==> src/hw/rtl/pce_pkg.sv <==
package pce_pkg;

    // Configuration port
    localparam int CFG_IDX_W  = 3;
    localparam int CFG_DATA_W = 32;
    localparam int RADIUS_W   = 32;
    localparam int SWIDTH_W   = 12;

    localparam logic [CFG_IDX_W-1:0] CFG_CENTER_X  = 3'd0;
    localparam logic [CFG_IDX_W-1:0] CFG_CENTER_Y  = 3'd1;
    localparam logic [CFG_IDX_W-1:0] CFG_RADIUS_SQ = 3'd2;
    localparam logic [CFG_IDX_W-1:0] CFG_STROKE_W  = 3'd3;

    // Left shift applied to a product before it is accumulated
    typedef enum logic [1:0] {
        SH_0,
        SH_H,
        SH_H1,
        SH_2H
    } t_shift;

    // What to take from the accumulator once a group of products is summed
    typedef enum logic [2:0] {
        EV_NONE,
        EV_IN_S,
        EV_IN_E,
        EV_DOT1,
        EV_DOT2,
        EV_CROSS,
        EV_LEN,
        EV_FIN
    } t_eval;

    // One multiply-accumulate command
    typedef struct packed {
        logic   valid;
        logic   clear;
        logic   sub_r;
        logic   neg;
        t_shift sh;
        t_eval  ev;
    } t_mac_ctl;

    // Test outcomes left by the shared unit
    typedef struct packed {
        logic in_s;
        logic in_e;
        logic dot1;
        logic dot2;
        logic fin_neg;
    } t_mac_flags;

    // Product schedule for one segment
    typedef enum logic [4:0] {
        ST_IN_S_X,
        ST_IN_S_Y,
        ST_IN_E_X,
        ST_IN_E_Y,
        ST_DOT1_X,
        ST_DOT1_Y,
        ST_DOT2_X,
        ST_DOT2_Y,
        ST_CR_P,
        ST_CR_Q,
        ST_LEN_X,
        ST_LEN_Y,
        ST_SQ_LO,
        ST_SQ_MID,
        ST_SQ_HI,
        ST_R_LO,
        ST_R_HI
    } t_step;

    typedef enum logic [1:0] {
        S_IDLE,
        S_RUN,
        S_DRAIN,
        S_FINISH
    } t_state;

endpackage

==> src/hw/rtl/pce_mac.sv <==
module pce_mac
    import pce_pkg::*;
#(
    parameter int COORD_BITS = 16,
    localparam int MW  = (COORD_BITS + 1 > RADIUS_W) ? COORD_BITS + 1 : RADIUS_W,
    localparam int CMW = 2 * COORD_BITS + 1
) (
    input  logic             i_clk,
    input  logic             i_rst_n,
    input  t_mac_ctl         i_ctl,
    input  logic [MW-1:0]    i_op_a,
    input  logic [MW-1:0]    i_op_b,
    input  logic [RADIUS_W-1:0] i_radius,
    output t_mac_flags       o_flags,
    output logic [CMW-1:0]   o_cm,
    output logic [CMW-1:0]   o_l2
);

    localparam int C   = COORD_BITS;
    localparam int H   = C + 1;
    localparam int AW  = ((4 * C + 2 > 2 * C + RADIUS_W + 1) ? 4 * C + 2
                                                             : 2 * C + RADIUS_W + 1) + 1;
    localparam int XW  = (AW > 2 * MW) ? AW : 2 * MW;

    logic [2*MW-1:0]        r_prod;
    t_mac_ctl               r_ctl;
    logic signed [AW-1:0]   r_acc;
    logic signed [AW-1:0]   n_acc;
    t_eval                  r_ev;
    t_mac_flags             r_flags;
    logic [CMW-1:0]         r_cm;
    logic [CMW-1:0]         r_l2;

    logic [XW-1:0]          prod_ext;
    logic [XW-1:0]          shifted;
    logic signed [AW-1:0]   term;
    logic signed [AW-1:0]   base;
    logic signed [AW-1:0]   acc_abs;
    logic                   acc_pos;

    // Stage 1: the multiplier
    always_ff @(posedge i_clk) begin
        if (i_ctl.valid) begin
            r_prod <= i_op_a * i_op_b;
        end
    end

    always_ff @(posedge i_clk) begin
        if (!i_rst_n) begin
            r_ctl <= '0;
        end else begin
            r_ctl <= i_ctl;
        end
    end

    // Stage 2: shift, then add or subtract into the accumulator
    always_comb begin
        prod_ext = XW'(r_prod);
        case (r_ctl.sh)
            SH_0:    shifted = prod_ext;
            SH_H:    shifted = prod_ext << H;
            SH_H1:   shifted = prod_ext << (H + 1);
            SH_2H:   shifted = prod_ext << (2 * H);
            default: shifted = prod_ext;
        endcase
        term = signed'(shifted[AW-1:0]);
        if (r_ctl.clear) begin
            base = r_ctl.sub_r ? -signed'(AW'(i_radius)) : '0;
        end else begin
            base = r_acc;
        end
        n_acc = r_ctl.neg ? base - term : base + term;
    end

    always_ff @(posedge i_clk) begin
        if (r_ctl.valid) begin
            r_acc <= n_acc;
        end
    end

    always_ff @(posedge i_clk) begin
        if (!i_rst_n) begin
            r_ev <= EV_NONE;
        end else begin
            r_ev <= r_ctl.valid ? r_ctl.ev : EV_NONE;
        end
    end

    // Stage 3: sign tests and stored results
    assign acc_abs = r_acc[AW-1] ? -r_acc : r_acc;
    assign acc_pos = !r_acc[AW-1] && (|r_acc);

    always_ff @(posedge i_clk) begin
        unique case (r_ev)
            EV_IN_S:  r_flags.in_s    <= r_acc[AW-1];
            EV_IN_E:  r_flags.in_e    <= r_acc[AW-1];
            EV_DOT1:  r_flags.dot1    <= acc_pos;
            EV_DOT2:  r_flags.dot2    <= acc_pos;
            EV_CROSS: r_cm            <= acc_abs[CMW-1:0];
            EV_LEN:   r_l2            <= r_acc[CMW-1:0];
            EV_FIN:   r_flags.fin_neg <= r_acc[AW-1];
            default: ;
        endcase
    end

    assign o_flags = r_flags;
    assign o_cm    = r_cm;
    assign o_l2    = r_l2;

endmodule

==> src/hw/rtl/pce_box.sv <==
module pce_box
    import pce_pkg::*;
#(
    parameter int COORD_BITS = 16
) (
    input  logic                         i_clk,
    input  logic                         i_rst_n,
    input  logic                         i_upd,
    input  logic                         i_hit,
    input  logic                         i_last,
    input  logic signed [COORD_BITS-1:0] i_sx,
    input  logic signed [COORD_BITS-1:0] i_sy,
    input  logic signed [COORD_BITS-1:0] i_ex,
    input  logic signed [COORD_BITS-1:0] i_ey,
    input  logic [SWIDTH_W-1:0]          i_width,
    output logic                         o_valid,
    output logic signed [COORD_BITS-1:0] o_min_x,
    output logic signed [COORD_BITS-1:0] o_min_y,
    output logic signed [COORD_BITS-1:0] o_max_x,
    output logic signed [COORD_BITS-1:0] o_max_y
);

    localparam int C  = COORD_BITS;
    localparam int EW = C + SWIDTH_W + 2;
    localparam logic signed [EW-1:0] SAT_HI = signed'({{(EW-C+1){1'b0}}, {(C-1){1'b1}}});
    localparam logic signed [EW-1:0] SAT_LO = signed'({{(EW-C+1){1'b1}}, {(C-1){1'b0}}});

    logic                  r_valid;
    logic signed [C-1:0]   r_min_x;
    logic signed [C-1:0]   r_min_y;
    logic signed [C-1:0]   r_max_x;
    logic signed [C-1:0]   r_max_y;

    logic                  fit_valid;
    logic signed [C-1:0]   fit_min_x;
    logic signed [C-1:0]   fit_min_y;
    logic signed [C-1:0]   fit_max_x;
    logic signed [C-1:0]   fit_max_y;

    function automatic logic signed [C-1:0] smin(input logic signed [C-1:0] a,
                                                 input logic signed [C-1:0] b);
        smin = (a < b) ? a : b;
    endfunction

    function automatic logic signed [C-1:0] smax(input logic signed [C-1:0] a,
                                                 input logic signed [C-1:0] b);
        smax = (a > b) ? a : b;
    endfunction

    // Edge moved up (max side) or down (min side) by the stroke width, clamped to range
    function automatic logic signed [C-1:0] grow(input logic signed [C-1:0] v,
                                                 input logic [SWIDTH_W-1:0] w,
                                                 input logic up);
        logic signed [EW-1:0] ve;
        logic signed [EW-1:0] we;
        logic signed [EW-1:0] s;
        ve = signed'({{(EW-C){v[C-1]}}, v});
        we = signed'({{(EW-SWIDTH_W){1'b0}}, w});
        s  = up ? ve + we : ve - we;
        if (s > SAT_HI) begin
            grow = SAT_HI[C-1:0];
        end else if (s < SAT_LO) begin
            grow = SAT_LO[C-1:0];
        end else begin
            grow = s[C-1:0];
        end
    endfunction

    // Box including the current segment when it is hit
    always_comb begin
        fit_valid = r_valid || i_hit;
        fit_min_x = r_min_x;
        fit_min_y = r_min_y;
        fit_max_x = r_max_x;
        fit_max_y = r_max_y;
        if (i_hit) begin
            fit_min_x = smin(i_sx, i_ex);
            fit_min_y = smin(i_sy, i_ey);
            fit_max_x = smax(i_sx, i_ex);
            fit_max_y = smax(i_sy, i_ey);
            if (r_valid) begin
                fit_min_x = smin(fit_min_x, r_min_x);
                fit_min_y = smin(fit_min_y, r_min_y);
                fit_max_x = smax(fit_max_x, r_max_x);
                fit_max_y = smax(fit_max_y, r_max_y);
            end
        end
    end

    always_ff @(posedge i_clk) begin
        if (!i_rst_n) begin
            r_valid <= 1'b0;
        end else if (i_upd) begin
            r_valid <= fit_valid && !i_last;
        end
    end

    always_ff @(posedge i_clk) begin
        if (i_upd) begin
            r_min_x <= fit_min_x;
            r_min_y <= fit_min_y;
            r_max_x <= fit_max_x;
            r_max_y <= fit_max_y;
        end
    end

    assign o_valid = fit_valid;
    assign o_min_x = grow(fit_min_x, i_width, 1'b0);
    assign o_min_y = grow(fit_min_y, i_width, 1'b0);
    assign o_max_x = grow(fit_max_x, i_width, 1'b1);
    assign o_max_y = grow(fit_max_y, i_width, 1'b1);

endmodule

==> src/hw/rtl/polyline_circle_eraser_core.sv <==
// Eraser test for one pen stroke. Points arrive in order, the last one flagged; each
// point after the first closes a segment that is tested exactly against the eraser
// circle (end inside, or perpendicular foot between the ends and closer than the
// radius), all in integer arithmetic on one shared multiplier. A point that closes a
// segment issues seventeen products back to back through the multiplier, drains its
// accumulate and evaluate stages, then posts the word; a first point posts with no
// products. No new point is taken until the word is posted. The result word sits in
// an output register, so the next point is accepted while it waits; a word that is
// still waiting when the following one is ready holds the block in its posting cycle.
// On the last point the word also carries the box around all hit segments, grown by
// the stroke width and clamped to the coordinate range. The user must write
// configuration only while no point is in flight; the block does not enforce it.
module polyline_circle_eraser_core
    import pce_pkg::*;
#(
    parameter int COORD_BITS = 16
) (
    input  logic                         i_clk,
    input  logic                         i_rst_n,
    // configuration
    input  logic                         i_cfg_wr_en,
    input  logic [CFG_IDX_W-1:0]         i_cfg_index,
    input  logic [CFG_DATA_W-1:0]        i_cfg_wdata,
    // point input
    input  logic                         i_in_valid,
    output logic                         o_in_stall,
    input  logic signed [COORD_BITS-1:0] i_point_x,
    input  logic signed [COORD_BITS-1:0] i_point_y,
    input  logic                         i_last_point,
    // result output
    output logic                         o_out_valid,
    input  logic                         i_out_stall,
    output logic                         o_segment_valid,
    output logic                         o_segment_hit,
    output logic                         o_cut_here,
    output logic                         o_restart_here,
    output logic                         o_area_valid,
    output logic signed [COORD_BITS-1:0] o_area_min_x,
    output logic signed [COORD_BITS-1:0] o_area_min_y,
    output logic signed [COORD_BITS-1:0] o_area_max_x,
    output logic signed [COORD_BITS-1:0] o_area_max_y,
    output logic                         o_stroke_done
);

    localparam int C   = COORD_BITS;
    localparam int H   = C + 1;
    localparam int MW  = (C + 1 > RADIUS_W) ? C + 1 : RADIUS_W;
    localparam int CMW = 2 * C + 1;

    // Configuration registers
    logic signed [C-1:0]     r_center_x;
    logic signed [C-1:0]     r_center_y;
    logic [RADIUS_W-1:0]     r_radius_sq;
    logic [SWIDTH_W-1:0]     r_stroke_w;

    // Point and stroke state
    logic signed [C-1:0]     r_ex;
    logic signed [C-1:0]     r_ey;
    logic                    r_last;
    logic signed [C-1:0]     r_prev_x;
    logic signed [C-1:0]     r_prev_y;
    logic                    r_have_prev;
    logic                    r_in_run;

    // Sequencer
    t_state                  r_state;
    t_state                  n_state;
    t_step                   r_step;
    t_step                   n_step;
    logic                    r_drain;
    logic                    n_drain;
    logic                    in_accept;
    logic                    out_free;
    logic                    finish;

    // Shared unit interface
    t_mac_ctl                mac_ctl;
    logic [MW-1:0]           op_a;
    logic [MW-1:0]           op_b;
    t_mac_flags              mac_flags;
    logic [CMW-1:0]          mac_cm;
    logic [CMW-1:0]          mac_l2;

    logic signed [C-1:0]     a1;
    logic signed [C-1:0]     a2;
    logic signed [C-1:0]     b1;
    logic signed [C-1:0]     b2;
    logic signed [C:0]       da;
    logic signed [C:0]       db;
    logic [C:0]              ma;
    logic [C:0]              mb;
    logic                    use_wide;
    logic                    sub_term;
    logic [MW-1:0]           wide_a;
    logic [MW-1:0]           wide_b;

    // Segment outcome
    logic                    seg_hit;
    logic                    seg_cut;
    logic                    seg_restart;
    logic                    box_valid;
    logic signed [C-1:0]     box_min_x;
    logic signed [C-1:0]     box_min_y;
    logic signed [C-1:0]     box_max_x;
    logic signed [C-1:0]     box_max_y;
    logic                    area_on;

    // Configuration writes
    always_ff @(posedge i_clk) begin
        if (!i_rst_n) begin
            r_center_x  <= '0;
            r_center_y  <= '0;
            r_radius_sq <= '0;
            r_stroke_w  <= '0;
        end else if (i_cfg_wr_en) begin
            unique case (i_cfg_index)
                CFG_CENTER_X:  r_center_x  <= i_cfg_wdata[C-1:0];
                CFG_CENTER_Y:  r_center_y  <= i_cfg_wdata[C-1:0];
                CFG_RADIUS_SQ: r_radius_sq <= i_cfg_wdata[RADIUS_W-1:0];
                CFG_STROKE_W:  r_stroke_w  <= i_cfg_wdata[SWIDTH_W-1:0];
                default: ;
            endcase
        end
    end

    assign in_accept  = i_in_valid && (r_state == S_IDLE);
    assign o_in_stall = (r_state != S_IDLE);
    assign out_free   = !o_out_valid || !i_out_stall;

    // Sequencer next state
    always_comb begin
        n_state = r_state;
        n_step  = r_step;
        n_drain = r_drain;
        finish  = 1'b0;
        unique case (r_state)
            S_IDLE: begin
                if (in_accept) begin
                    n_step  = ST_IN_S_X;
                    n_state = r_have_prev ? S_RUN : S_FINISH;
                end
            end
            S_RUN: begin
                if (r_step == ST_R_HI) begin
                    n_state = S_DRAIN;
                    n_drain = 1'b0;
                end else begin
                    n_step = t_step'(r_step + 5'd1);
                end
            end
            S_DRAIN: begin
                if (r_drain) begin
                    n_state = S_FINISH;
                end else begin
                    n_drain = 1'b1;
                end
            end
            S_FINISH: begin
                if (out_free) begin
                    finish  = 1'b1;
                    n_state = S_IDLE;
                end
            end
            default: n_state = S_IDLE;
        endcase
    end

    always_ff @(posedge i_clk) begin
        if (!i_rst_n) begin
            r_state <= S_IDLE;
            r_step  <= ST_IN_S_X;
            r_drain <= 1'b0;
        end else begin
            r_state <= n_state;
            r_step  <= n_step;
            r_drain <= n_drain;
        end
    end

    // Capture the point
    always_ff @(posedge i_clk) begin
        if (in_accept) begin
            r_ex   <= i_point_x;
            r_ey   <= i_point_y;
            r_last <= i_last_point;
        end
    end

    // Product schedule: operand pairs and accumulate commands
    always_comb begin
        a1       = r_center_x;
        a2       = r_prev_x;
        b1       = r_center_x;
        b2       = r_prev_x;
        use_wide = 1'b0;
        wide_a   = '0;
        wide_b   = '0;
        sub_term = 1'b0;
        mac_ctl  = '0;
        mac_ctl.valid = (r_state == S_RUN);
        mac_ctl.sh    = SH_0;
        mac_ctl.ev    = EV_NONE;
        unique case (r_step)
            // start point inside: (c - s)^2 summed, minus r^2
            ST_IN_S_X: begin
                mac_ctl.clear = 1'b1;
                mac_ctl.sub_r = 1'b1;
            end
            ST_IN_S_Y: begin
                a1 = r_center_y; a2 = r_prev_y; b1 = r_center_y; b2 = r_prev_y;
                mac_ctl.ev = EV_IN_S;
            end
            // end point inside
            ST_IN_E_X: begin
                a2 = r_ex; b2 = r_ex;
                mac_ctl.clear = 1'b1;
                mac_ctl.sub_r = 1'b1;
            end
            ST_IN_E_Y: begin
                a1 = r_center_y; a2 = r_ey; b1 = r_center_y; b2 = r_ey;
                mac_ctl.ev = EV_IN_E;
            end
            // v . (c - s)
            ST_DOT1_X: begin
                a1 = r_ex;
                mac_ctl.clear = 1'b1;
            end
            ST_DOT1_Y: begin
                a1 = r_ey; a2 = r_prev_y; b1 = r_center_y; b2 = r_prev_y;
                mac_ctl.ev = EV_DOT1;
            end
            // v . (e - c)
            ST_DOT2_X: begin
                a1 = r_ex; b1 = r_ex; b2 = r_center_x;
                mac_ctl.clear = 1'b1;
            end
            ST_DOT2_Y: begin
                a1 = r_ey; a2 = r_prev_y; b1 = r_ey; b2 = r_center_y;
                mac_ctl.ev = EV_DOT2;
            end
            // cross(v, c - s)
            ST_CR_P: begin
                a1 = r_ex; b1 = r_center_y; b2 = r_prev_y;
                mac_ctl.clear = 1'b1;
            end
            ST_CR_Q: begin
                a1 = r_ey; a2 = r_prev_y;
                sub_term   = 1'b1;
                mac_ctl.ev = EV_CROSS;
            end
            // |v|^2
            ST_LEN_X: begin
                a1 = r_ex; b1 = r_ex;
                mac_ctl.clear = 1'b1;
            end
            ST_LEN_Y: begin
                a1 = r_ey; a2 = r_prev_y; b1 = r_ey; b2 = r_prev_y;
                mac_ctl.ev = EV_LEN;
            end
            // cross^2 - r^2 * |v|^2 from half-width pieces
            ST_SQ_LO: begin
                use_wide = 1'b1;
                wide_a   = MW'(mac_cm[H-1:0]);
                wide_b   = MW'(mac_cm[H-1:0]);
                mac_ctl.clear = 1'b1;
            end
            ST_SQ_MID: begin
                use_wide = 1'b1;
                wide_a   = MW'(mac_cm[CMW-1:H]);
                wide_b   = MW'(mac_cm[H-1:0]);
                mac_ctl.sh = SH_H1;
            end
            ST_SQ_HI: begin
                use_wide = 1'b1;
                wide_a   = MW'(mac_cm[CMW-1:H]);
                wide_b   = MW'(mac_cm[CMW-1:H]);
                mac_ctl.sh = SH_2H;
            end
            ST_R_LO: begin
                use_wide = 1'b1;
                wide_a   = MW'(r_radius_sq);
                wide_b   = MW'(mac_l2[H-1:0]);
                sub_term = 1'b1;
            end
            ST_R_HI: begin
                use_wide = 1'b1;
                wide_a   = MW'(r_radius_sq);
                wide_b   = MW'(mac_l2[CMW-1:H]);
                sub_term = 1'b1;
                mac_ctl.sh = SH_H;
                mac_ctl.ev = EV_FIN;
            end
            default: ;
        endcase

        // signed differences to magnitude and sign
        da = signed'({a1[C-1], a1}) - signed'({a2[C-1], a2});
        db = signed'({b1[C-1], b1}) - signed'({b2[C-1], b2});
        ma = da[C] ? -da : da;
        mb = db[C] ? -db : db;
        op_a = use_wide ? wide_a : MW'(ma);
        op_b = use_wide ? wide_b : MW'(mb);
        mac_ctl.neg = (use_wide ? 1'b0 : (da[C] ^ db[C])) ^ sub_term;
    end

    pce_mac #(
        .COORD_BITS (COORD_BITS)
    ) u_mac (
        .i_clk    (i_clk),
        .i_rst_n  (i_rst_n),
        .i_ctl    (mac_ctl),
        .i_op_a   (op_a),
        .i_op_b   (op_b),
        .i_radius (r_radius_sq),
        .o_flags  (mac_flags),
        .o_cm     (mac_cm),
        .o_l2     (mac_l2)
    );

    // Segment verdict
    assign seg_hit = r_have_prev && (mac_flags.in_s || mac_flags.in_e ||
                     (mac_flags.dot1 && mac_flags.dot2 && mac_flags.fin_neg));
    assign seg_cut     = seg_hit && !r_in_run;
    assign seg_restart = r_have_prev && !seg_hit && r_in_run;

    pce_box #(
        .COORD_BITS (COORD_BITS)
    ) u_box (
        .i_clk   (i_clk),
        .i_rst_n (i_rst_n),
        .i_upd   (finish),
        .i_hit   (seg_hit),
        .i_last  (r_last),
        .i_sx    (r_prev_x),
        .i_sy    (r_prev_y),
        .i_ex    (r_ex),
        .i_ey    (r_ey),
        .i_width (r_stroke_w),
        .o_valid (box_valid),
        .o_min_x (box_min_x),
        .o_min_y (box_min_y),
        .o_max_x (box_max_x),
        .o_max_y (box_max_y)
    );

    // Stroke state moves on when the word is posted
    always_ff @(posedge i_clk) begin
        if (!i_rst_n) begin
            r_have_prev <= 1'b0;
            r_in_run    <= 1'b0;
        end else if (finish) begin
            r_have_prev <= !r_last;
            r_in_run    <= r_last ? 1'b0 : (r_have_prev ? seg_hit : r_in_run);
        end
    end

    always_ff @(posedge i_clk) begin
        if (finish) begin
            r_prev_x <= r_ex;
            r_prev_y <= r_ey;
        end
    end

    // Output register
    assign area_on = r_last && box_valid;

    always_ff @(posedge i_clk) begin
        if (!i_rst_n) begin
            o_out_valid <= 1'b0;
        end else if (finish) begin
            o_out_valid <= 1'b1;
        end else if (!i_out_stall) begin
            o_out_valid <= 1'b0;
        end
    end

    always_ff @(posedge i_clk) begin
        if (finish) begin
            o_segment_valid <= r_have_prev;
            o_segment_hit   <= seg_hit;
            o_cut_here      <= seg_cut;
            o_restart_here  <= seg_restart;
            o_area_valid    <= area_on;
            o_area_min_x    <= area_on ? box_min_x : '0;
            o_area_min_y    <= area_on ? box_min_y : '0;
            o_area_max_x    <= area_on ? box_max_x : '0;
            o_area_max_y    <= area_on ? box_max_y : '0;
            o_stroke_done   <= r_last;
        end
    end

endmodule

==> config.mk <==
export PLATFORM = sky130hd
export DESIGN_NAME = polyline_circle_eraser_core
export DESIGN_NICKNAME = d
export VERILOG_FILES = /design/src/hw/rtl/pce_pkg.sv /design/src/hw/rtl/pce_mac.sv /design/src/hw/rtl/pce_box.sv /design/src/hw/rtl/polyline_circle_eraser_core.sv
export SDC_FILE = /design/constraint.sdc
export NUM_CORES = 2
export LEC_CHECK = 0
export BUFFER_PORTS_ARGS = -buffer_cell sky130_fd_sc_hd__buf_2
export CAP_MARGIN = 20
export CORE_MARGIN = 2
export CORE_UTILIZATION = 70
export CTS_CLUSTER_SIZE = 14
export DETAILED_ROUTE_END_ITERATION = 10
export HOLD_SLACK_MARGIN = 0.03
export PLACE_DENSITY = 0.88
export SLEW_MARGIN = 20
export SYNTH_ARGS = -nofsm -noshare
export SYNTH_HDL_FRONTEND = slang
export SYNTH_HIERARCHICAL = 1
export SYNTH_SLANG_ARGS = --single-unit
==> constraint.sdc <==
create_clock -name i_clk -period 30.7 [get_ports i_clk]
set_input_delay 1.535 -clock i_clk [delete_from_list [all_inputs] [get_ports i_clk]]
set_output_delay 1.535 -clock i_clk [all_outputs]
set_load 0.01 [all_outputs]
==> flow_summary.json <==
{
  "outcome": "finished, final reports clean",
  "max_stage_delay_ns": 0.86,
  "path_buf_inv": 7,
  "fp.dieArea_um2": 103000,
  "syn_area_per_cell_um2": 9.08,
  "yosysWarnings": 6,
  "ys_types": 115,
  "io_buffers": 144,
  "r2r.worst_path.cells": 45,
  "die_h_um": 321,
  "r2r-end": "u_mac/r_prod[49]$_DFFE_PP_",
  "grt_max_degree": 79,
  "drv_cap": 0,
  "place.gp.congestion": 1.02,
  "critPathSlowestCell": "o2bb2ai_1",
  "drt_iter0_markers": 6522,
  "hold_depth": 1,
  "criticalPathCategory": "reg -> reg",
  "synth_async_sr_flop_share_pct": 0,
  "grt_pass1_wl_mm": 354,
  "worst_clock_skew_ns": 0.0347,
  "crit_fanout": 32,
  "ys_seq_elements": 501,
  "drc": 0,
  "htreeDepth": 2,
  "grt_usage_pct": 45.8,
  "syn_to_final_growth_pct": 5.66,
  "finalSetupTns_ns": 0,
  "hp-class": "reg -> reg",
  "cts_made_buffers": 56,
  "wl_per_cell_um": 25.9,
  "synth_cells": 7729,
  "drive_gt1_share_pct": 7.11,
  "cts_sinks": 501,
  "wirelength_mm": 234,
  "crit_top_cell": "fa_1",
  "holdPathEnd": "u_mac/r_ev[1]$_SDFF_PN0_",
  "worst_ep_arrival_time_ns": 15.15,
  "vias": 59500,
  "drt_first_pass_iters": 7,
  "cts.repair.resized": 0,
  "cts_tree": "done",
  "grt_remaining_overflow": 0,
  "die_x_um": 321,
  "cts_setup_buffers": 0,
  "clockRootBuffer": "clkbuf_16",
  "worstHoldStart": "u_mac/r_ctl[1]$_SDFF_PN0_",
  "setup_viol": 0,
  "nets": 9185,
  "cp_top_family": "compound AO/OA/AOI/OAI gates",
  "final.period_utilization_pct": 48.0,
  "hold_violations": 0,
  "finalMaxSlewViolations": 0,
  "fin_crit_ns": 14.75,
  "grt_setup_unrepaired": "no",
  "io_pins": 145,
  "synth_edf_count": 401,
  "ys_seq_area_share_pct": 20.0,
  "dp_hpwl_mm": 176,
  "vias_per_cell": 6.58,
  "clockBufferDepth": 3,
  "syn-cell-area_um2": 70200,
  "fill_cells": 6936,
  "r2r_setup_slack_ns": 15.95,
  "startpoint_type": "register",
  "row_count": 116,
  "r2r-start": "r_step[2]$_SDFFE_PN0P_",
  "coreArea_um2": 99700,
  "antenna_left": 0,
  "instances_no_fill": 9038,
  "dp_cells": 8930,
  "clock_latency_ns": 0.69,
  "setup.worst_path.end_class": "register",
  "initial_core_util_pct": 70.4,
  "cts.hold.buffers_added": 0,
  "antenna_found_initial": 24,
  "worst_pin_slew_ns": 1.27,
  "required_ns": 31.10,
  "grt_pass1_vias": 61200,
  "synth-main-ff-cell": "edfxtp_1",
  "path_clk_slew_ns": 0.06,
  "maxSlewHeadroom_pct": 14.5,
  "fmax_ghz": 0.0678
}
worst max-delay path by stage:
stage          cells past startpoint                    endpoint                    from
4_1_cts                           45  u_mac/r_prod[49]$_DFFE_PP_  r_step[2]$_SDFFE_PN0P_
6_report                          45  u_mac/r_prod[49]$_DFFE_PP_  r_step[2]$_SDFFE_PN0P_
3_5_place_dp                      45  u_mac/r_prod[49]$_DFFE_PP_  r_step[2]$_SDFFE_PN0P_
2_1_floorplan                     45  u_mac/r_prod[47]$_DFFE_PP_  r_step[0]$_SDFFE_PN0P_
5_1_grt                           45  u_mac/r_prod[49]$_DFFE_PP_  r_step[2]$_SDFFE_PN0P_
3_3_place_gp                      45  u_mac/r_prod[49]$_DFFE_PP_  r_step[2]$_SDFFE_PN0P_
layout by cell type (no fill, tap or decap), types with 44 or more instances in the layout:
cell type  count
nand2b_1      45
a21oi_1      480
nand4_1       57
clkbuf_16     60
o21a_1        68
mux2i_1       44
conb_1        75
and3_1       111
and2_1       604
buf_2        144
nand2_1      893
dfxtp_1       95
nor2_1       314
edfxtp_1     401
fa_1         903
o21ai_0      241
inv_1       1146
buf_4         98
nor2b_1       46
ha_1         518
a21o_1        72
xnor2_1      197
nand3_1       71
xor2_1       117
nor3_1        79
mux2_2        59
sequential cells by signal, summed over array words and instances (netlist names), 32 cells and up:
| signal | cells |
|---|---|
| u_mac/r_prod | 64 |
| u_mac/o_l2 | 33 |
| r_radius_sq | 32 |
| u_mac/r_acc | 67 |
| u_mac/o_cm | 33 |
routing by layer:
layer	routed length (um)	global-route usage (%)	vias up
met4	24100	38.9	20
met1	78000	52.4	28800
met3	23900	9.93	1322
li1	-	-	25400
met5	128	0	-
met2	108000	73.5	3927
cell type report:
type	instances	area, um2	share of cell area (%)
Timing Repair Buffer	242	1460	1.96
Sequential cell	501	14100	19.0
Antenna cell	3	7.51	0.0101
Clock inverter	34	405	0.547
Multi-Input combinational cell	5740	50700	68.4
Inverter	1149	4320	5.82
Tap cell	1298	1620	2.19
Clock buffer	71	1540	2.08
synth_stat cells (all sizes together) (45+ instances only):
library cell	number	area, um2
a21o	73	548
and2	607	3800
xnor2	199	1760
and3	120	757
nand4	57	357
inv	1148	4310
o21a	68	510
edfxtp	401	12000
dfxtp	100	2000
nor3	83	430
mux2i	47	487
xor2	117	1020
ha	519	6490
o22ai	59	369
nand3	76	390
mux2	64	739
nor2b	46	288
a21oi	484	2440
o21ai	257	1290
nand2	893	3350
nand2b	45	282
fa	903	18100
clkbuf	370	1400
nor2	319	1200
kinds of logic (layout without fill, tap and decap cells):
family,after synthesis,in the layout,synth area share [%]
AOI/OAI and AO/OA,1393,1393,12.9
other,1,78,0.00535
xor gates and xnor gates,316,316,3.97
adders and majority gates,1422,1422,35.0
muxes,135,135,2.52
and+or+nand+nor,2399,2399,17.1
buffers and inverters,1562,1496,8.53
DFF,501,501,20.0
per-stage QoR:
| stage | util [%] | cell area [um2] | hold WS, ns | worst slack [ns] |
|---|---|---|---|---|
| finish | 74.3 | 74100 | 0.470 | 15.95 |
| global route | 74.3 | 74100 | 0.487 | 15.37 |
| CTS | 74.3 | 74100 | 0.467 | 16.36 |
| detailed placement | 72.4 | 72100 | 0.456 | 16.42 |
| global placement | 72.4 | 72100 | 0.448 | 16.74 |
| floorplan | - | 70400 | 0.426 | 19.08 |
Power is left out: the tool's default activity adds up to more than one toggle a clock period on the data nets, which glitch-free logic cannot reach.
